===== config.mk =====
export PLATFORM = sky130hd
export DESIGN_NAME = dpe_ctrl
export DESIGN_NICKNAME = d
export VERILOG_FILES = /design/src/hw/rtl/dpe_pkg.sv /design/src/hw/rtl/dpe_ctrl.sv
export SDC_FILE = /design/constraint.sdc
export NUM_CORES = 1
export LEC_CHECK = 0
export ABC_AREA = 0
export ABC_CLOCK_PERIOD_IN_PS = 2230
export BUFFER_PORTS_ARGS = -buffer_cell sky130_fd_sc_hd__clkbuf_2
export CAP_MARGIN = 25
export CELL_PAD_IN_SITES_DETAIL_PLACEMENT = 2
export CELL_PAD_IN_SITES_GLOBAL_PLACEMENT = 2
export CORE_MARGIN = 4
export CORE_UTILIZATION = 29
export DETAILED_ROUTE_END_ITERATION = 10
export MAX_ROUTING_LAYER = met4
export PLACE_DENSITY = 0.77
export SYNTH_ARGS = -nofsm -noshare
export SYNTH_HDL_FRONTEND = slang
export SYNTH_SLANG_ARGS = --single-unit

===== constraint.sdc =====
create_clock -name clk -period 2.23 [get_ports clk]
set_clock_uncertainty 0.2 [all_clocks]
set_input_delay 0.3345 -clock clk [delete_from_list [all_inputs] [get_ports clk]]
set_output_delay 0.3345 -clock clk [all_outputs]
set_load 0.02 [all_outputs]

===== src/hw/rtl/dpe_pkg.sv =====
package dpe_pkg;

  localparam int FRAC_BITS_DEF = 16;
  localparam int LOG_ITERS     = 16;
  localparam int NUM_AXES      = 3;
  localparam int CFG_IDX_W     = 3;
  localparam int CFG_DATA_W    = 32;

  localparam logic [31:0] INV_MASS_RST = 32'd65536;
  localparam logic [16:0] DAMPING_RST  = 17'd64881;
  localparam logic [16:0] ONE_Q16      = 17'd65536;

  typedef enum logic [CFG_IDX_W-1:0] {
    CFG_INV_MASS = 3'd0,
    CFG_DAMPING  = 3'd1,
    CFG_ACCEL_X  = 3'd2,
    CFG_ACCEL_Y  = 3'd3,
    CFG_ACCEL_Z  = 3'd4
  } cfg_reg_t;

  typedef enum logic [1:0] {
    REQ_FORCE = 2'd0,
    REQ_INTEG = 2'd1,
    REQ_SETP  = 2'd2,
    REQ_SETV  = 2'd3
  } req_kind_t;

  typedef struct packed {
    logic [1:0]         req_type;
    logic signed [31:0] vec_x;
    logic signed [31:0] vec_y;
    logic signed [31:0] vec_z;
    logic [15:0]        step_time;
  } req_t;

  typedef struct packed {
    logic signed [31:0] pos_x;
    logic signed [31:0] pos_y;
    logic signed [31:0] pos_z;
    logic signed [31:0] vel_x;
    logic signed [31:0] vel_y;
    logic signed [31:0] vel_z;
    logic               bad_step;
  } rsp_t;

  typedef enum logic [3:0] {
    OP_NONE,
    OP_CAPTURE,
    OP_LOAD,
    OP_LOGI,
    OP_SQ,
    OP_LMUL,
    OP_EXP,
    OP_FIN,
    OP_POS,
    OP_FM,
    OP_ACC,
    OP_DAMP
  } op_t;

  typedef enum logic [3:0] {
    ST_IDLE,
    ST_DISPATCH,
    ST_LOAD,
    ST_LOGI,
    ST_SQ,
    ST_LMUL,
    ST_EXP,
    ST_FIN,
    ST_POS,
    ST_FM,
    ST_ACC,
    ST_DAMP,
    ST_OUT
  } ctl_state_t;

  typedef struct packed {
    op_t        op;
    logic       wb;
    logic [3:0] iter;
    logic [1:0] axis;
  } cmd_t;

  typedef struct packed {
    logic integ;
    logic dt_zero;
  } stat_t;

  // 2^(2^-k) in Q2.30
  localparam logic [31:0] EXP2_TAB [LOG_ITERS] = '{
    32'd1518500250, 32'd1276901416, 32'd1170923762, 32'd1121280436,
    32'd1097253708, 32'd1085434106, 32'd1079572136, 32'd1076653033,
    32'd1075196443, 32'd1074468887, 32'd1074105294, 32'd1073923544,
    32'd1073832680, 32'd1073787251, 32'd1073764537, 32'd1073753181
  };

endpackage


===== src/hw/rtl/dpe_ctrl.sv =====
module dpe_ctrl (
  input  logic           clk,
  input  logic           rst,
  input  logic           accept,
  input  logic           result_stall,
  input  dpe_pkg::stat_t stat,
  output dpe_pkg::cmd_t  cmd,
  output logic           busy,
  output logic           result_valid
);
  import dpe_pkg::*;

  ctl_state_t state, state_next;
  logic       phase, phase_next;
  logic [3:0] iter, iter_next;
  logic [1:0] axis, axis_next;
  logic       last_iter;

  assign last_iter = (iter == 4'(LOG_ITERS - 1));

  always_ff @(posedge clk) begin
    if (rst) begin
      state <= ST_IDLE;
      phase <= 1'b0;
      iter  <= '0;
      axis  <= '0;
    end else begin
      state <= state_next;
      phase <= phase_next;
      iter  <= iter_next;
      axis  <= axis_next;
    end
  end

  always_comb begin
    state_next   = state;
    phase_next   = 1'b0;
    iter_next    = iter;
    axis_next    = axis;
    cmd.op       = OP_NONE;
    cmd.wb       = phase;
    cmd.iter     = iter;
    cmd.axis     = axis;
    busy         = 1'b1;
    result_valid = 1'b0;
    unique case (state)
      ST_IDLE: begin
        busy = 1'b0;
        if (accept) begin
          cmd.op     = OP_CAPTURE;
          state_next = ST_DISPATCH;
        end
      end
      ST_DISPATCH: begin
        iter_next = '0;
        axis_next = '0;
        if (!stat.integ) state_next = ST_LOAD;
        else if (stat.dt_zero) state_next = ST_OUT;
        else state_next = ST_LOGI;
      end
      ST_LOAD: begin
        cmd.op     = OP_LOAD;
        state_next = ST_OUT;
      end
      ST_LOGI: begin
        cmd.op     = OP_LOGI;
        state_next = ST_SQ;
      end
      ST_SQ: begin
        cmd.op     = OP_SQ;
        phase_next = ~phase;
        if (phase) begin
          if (last_iter) begin
            iter_next  = '0;
            state_next = ST_LMUL;
          end else begin
            iter_next = iter + 4'd1;
          end
        end
      end
      ST_LMUL: begin
        cmd.op     = OP_LMUL;
        phase_next = ~phase;
        if (phase) state_next = ST_EXP;
      end
      ST_EXP: begin
        cmd.op     = OP_EXP;
        phase_next = ~phase;
        if (phase) begin
          if (last_iter) begin
            iter_next  = '0;
            state_next = ST_FIN;
          end else begin
            iter_next = iter + 4'd1;
          end
        end
      end
      ST_FIN: begin
        cmd.op     = OP_FIN;
        state_next = ST_POS;
      end
      ST_POS: begin
        cmd.op     = OP_POS;
        phase_next = ~phase;
        if (phase) state_next = ST_FM;
      end
      ST_FM: begin
        cmd.op     = OP_FM;
        phase_next = ~phase;
        if (phase) state_next = ST_ACC;
      end
      ST_ACC: begin
        cmd.op     = OP_ACC;
        phase_next = ~phase;
        if (phase) state_next = ST_DAMP;
      end
      ST_DAMP: begin
        cmd.op     = OP_DAMP;
        phase_next = ~phase;
        if (phase) begin
          if (axis == 2'(NUM_AXES - 1)) begin
            state_next = ST_OUT;
          end else begin
            axis_next  = axis + 2'd1;
            state_next = ST_POS;
          end
        end
      end
      ST_OUT: begin
        result_valid = 1'b1;
        if (!result_stall) state_next = ST_IDLE;
      end
      default: state_next = ST_IDLE;
    endcase
  end

endmodule


# Yosys cells after proc, flatten, opt, wreduce, memory -nomap -nowiden
# Index checks and enable logic that the tools add are counted.
# Widths: inputs -> output; s select.
word_totals:
  ff_bits: 11
  in_bits: 6
op_classes:
  addsub: 2
  eq_ne: 27
  mux: 25
  n_bitwise: 2
  reduce_logical: 9
ops:
  columns: ["op", "count"]
  rows:
  - ["$mux 4", 15]
  - ["$pmux 4 s13", 1]
  - ["$pmux 4 s11", 1]
  - ["$eq 4x4->1 const B", 6]
  - ["$ne 2x2->1 const B", 12]
  - ["$eq 4x3->1 const B", 4]
  - ["$reduce_and 11->1", 1]
  - ["$eq 4x2->1 const B", 2]
  - ["$pmux 4 s2", 1]
  - ["$reduce_or 7->1", 1]
  - ["$add 4x1->4 const B", 1]
  - ["$eq 4x1->1 const B", 1]
  - ["$logic_not 4->1", 1]
  - ["$mux 2", 2]
  - ["$pmux 2 s2", 1]
  - ["$reduce_bool 2->1", 2]
  - ["$reduce_or 2->1", 2]
  - ["$mux 1", 3]
  - ["$mux 3", 1]
  - ["$reduce_and 3->1", 1]
  - ["$add 2x1->2 const B", 1]
  - ["$eq 2x2->1 const B", 1]
  - ["$ne 2x1->1 const B", 1]
  - ["$not 1->1", 2]
  - ["$reduce_and 2->1", 1]

# Logic depth before layout (Yosys ltp)
logic_depth:
  ltp_word: 4
  depth_mapped: 7

# Worst setup path before layout
# No wires, ideal clock.
synth_timing:
  path_kind: "register -> output"
  from: "reg state[2]"
  to: "out cmd[7] (netlist bit)"
  t_arrival_ns: 1.307
  path_slack_ns: 0.389
  stages_incl_launch_ff: 6
  path_buffers: 2
  path_cell_list: "dfxtp_1 > buf_2 > clkbuf_1 > nor4b_1 > a21oi_1 > o22ai_1"
synth_lines:
  columns: ["item", "line_no", "rtl"]
  rows:
  - ["start: declaration", "dpe_ctrl.sv:13", "ctl_state_t state, state_next;"]
  - ["start signal: assignment", "dpe_ctrl.sv:28", "state <= state_next;"]
  - ["end: declaration", "dpe_ctrl.sv:7", "output dpe_pkg::cmd_t cmd,"]

==> flow_summary.json <==
{
  "final_layout_size_suffix_gt1_share_pct": 29.06,
  "yosys_most_used_dff": "dfxtp_1",
  "maxSlewViolCount": 0,
  "cts_htree_levels": 1,
  "p_per_area_mw_per_mm2": 1196,
  "yosysWarnings": 0,
  "syn_inst": 100,
  "slew-limit-headroom_pct": 59.61,
  "hold_depth": 2,
  "antenna_found_initial": 0,
  "fin_crit_sh_pct": 94.02,
  "ys_seq_elements": 11,
  "dieWidth_um": 59.68,
  "cts_setup_buffers": 0,
  "cp-start-kind": "flop",
  "post_cts_resized": 0,
  "cts-root-buf": "clkbuf_4",
  "finalSetupViolCount": 0,
  "drv_cap": 0,
  "cts.clk_slew.worst_paths_ns": 0.08,
  "fin_crit_ns": 2.097,
  "drcViolationCount": 0,
  "p_leak_nw": 0.3898,
  "pre_cts_ws_ns": 0.2041,
  "startpoint": "state[1]",
  "rows": 18,
  "hold_viol": 0,
  "ctsHoldBuffers": 0,
  "numCtsBuffers": 3,
  "totalWireLength_um": 2570,
  "crit_arrival_ns": 1.56,
  "timing.rr.end": "state[1]",
  "tightest_slew_ns": 0.6050,
  "fin_util_pct": 36.31,
  "holdCritStartpoint": "rst",
  "critical_path_required_ns": 1.70,
  "syn_area_sq_um": 774.5,
  "path_class": "flop to output port",
  "clock-sinks": 11,
  "fin_nets": 126,
  "max_freq_ghz": 0.4770,
  "postRouteAntennaNets": 0,
  "reg2reg_setup_slack_ns": 0.29,
  "start_util_pct": 30.70,
  "path_max_fanout": 17,
  "die_h_um": 59.68,
  "dp_hpwl_um": 1893,
  "gp_congestion": 0.7653,
  "dieArea_sq_mm": 0.003562,
  "clock_latency_ns": 0.27,
  "synth_edf_count": 0,
  "wl_per_cell_um": 17.48,
  "setup_tns_ns": 0,
  "avgSynthCellArea_sq_um": 7.745,
  "hold-path-endpoint": "iter[2]",
  "grt_start_max_net_pins": 23,
  "yosysSeqAreaShare_pct": 28.43,
  "syn_nets": 108,
  "status": "completed",
  "grt_overflow": 0,
  "rr_startpoint": "state[1]",
  "layout.cells.non_filler": 147,
  "areaGrowthSynthToFinish_pct": 18.26,
  "grt_pass1_vias": 877,
  "synthArstFlopShare_pct": 0,
  "grt_pass1_wl_um": 4326,
  "dp_cells": 143,
  "initialDrtViolationCount": 32,
  "cts_tree": "done",
  "cp_slowest_stage_delay_ns": 0.51,
  "track_usage_pct": 16.74,
  "rsz0062_at_grt": "no",
  "crit_slowest_cell": "dfxtp_1",
  "core_sq_mm": 0.002522,
  "hold_path.class": "input pin to flop",
  "synth_cell_types": 36,
  "dr.pass1.iters": 4,
  "ir_drop_mv": 0.5254,
  "clockBufferDepth": 2,
  "drt-vias-per-instance": 5.537,
  "finalPower_mw": 1.096,
  "pin_count": 19,
  "worst_slack_ns": 0.1334,
  "r2r_cells": 5,
  "crit_path_cell_trace": "nor4b_1, a21oi_1, o22ai_1, clkbuf_2",
  "port_buffers": 18,
  "end_kind": "output port",
  "diodes": 0,
  "vias": 814
}
-- placed cells by master, fill, tap and decap left out, types with 3 or more instances in the layout --
cell and n:
buf_4 3, mux2i_1 4, nand2b_1 3, nor2b_1 4, nor2_1 18, a32oi_1 3
and3_1 3, o21ai_1 3, clkbuf_2 18, dfxtp_1 8, nand3_1 4, nor3_1 4
clkbuf_4 3, nand2_1 6, dfxtp_2 3, a21oi_1 3
-- per-stage QoR --
stage | hold slack, ns | cell area, sq um
after global placement | 0.2902 | 885.9
after floorplan | 0.2138 | 774.5
after global routing | 0.2116 | 915.9
after CTS | 0.2090 | 912.1
after detailed placement | 0.3037 | 885.9
final | 0.2063 | 915.9
-- routing by layer --
layer | GRT usage, % | vias to the layer above | routed length (um)
li1 | - | 389 | -
met1 | 21.18 | 408 | 1109
met2 | 27.47 | 15 | 1341
met3 | 1.944 | 2 | 99
met4 | 5.696 | 0 | 21
met5 | - | - | 0
-- cells in the mapped netlist (2+ instances only) --
library cell | instances | area (sq um)
a21oi_1 | 3 | 15.01
a32oi_1 | 3 | 26.28
and3_1 | 3 | 18.77
buf_2 | 4 | 20.02
clkbuf_1 | 3 | 11.26
dfxtp_1 | 11 | 220.2
ha_1 | 2 | 25.02
inv_1 | 2 | 7.510
mux2i_1 | 4 | 40.04
nand2_1 | 6 | 22.52
nand2b_1 | 3 | 18.77
nand3_1 | 4 | 20.02
nand3b_1 | 2 | 15.01
nor2_1 | 18 | 67.56
nor2b_1 | 4 | 25.02
nor3_1 | 4 | 20.02
o21ai_1 | 3 | 15.01
o22ai_1 | 2 | 12.51
o31ai_1 | 2 | 15.01
-- how the worst max path moves through the flow --
stage,endpoint,slack [ns],cells after the start
final,cmd[7],0.13,4
after detailed placement,state[1],0.20,5
after floorplan,cmd[7],0.39,5
after global placement,state[1],0.26,5
after CTS,cmd[7],0.05,3
after global routing,cmd[7],0.02,4
-- state kept, by name, indices dropped and copies added (netlist names) --
signal,count
iter,4
state,4
axis,2
phase,1
-- kinds of logic after synthesis --
logic type               share of synthesized area, %
AO/OA/AOI/OAI                                   22.29
XOR/XNOR                                        1.131
adder cells (fa/ha/maj)                         3.231
buffers and inverters                           6.462
flip-flops                                      28.43
multiplexers                                    5.170
AND/OR/NAND/NOR                                 33.28
-- power breakdown --
part | internal (mW) | switching, mW | total (mW)
Clock | 0.0692 | 0.0746 | 0.144
Combinational | 0.247 | 0.348 | 0.595
Sequential | 0.234 | 0.123 | 0.357
Total | 0.550 | 0.546 | 1.10
-- layout make-up --
cell class	count	area, sq um
clock buffers	4	26.28
fillers	316	1607
inverters	3	11.26
multi-input cells	78	504.2
flip-flops and latches	11	224.0
well taps	30	37.54
repair buffers	21	112.6
-- worst max-delay path: cells and delay by family, from the launching register on --
| family | cells | cell delay, ns |
|---|---|---|
| buf+inv | 1 | 0.19 |
| flops | 1 | 0.51 |
| compound gates | 2 | 0.23 |
| simple gates | 1 | 0.35 |
(Power assumes the default switching activity.)
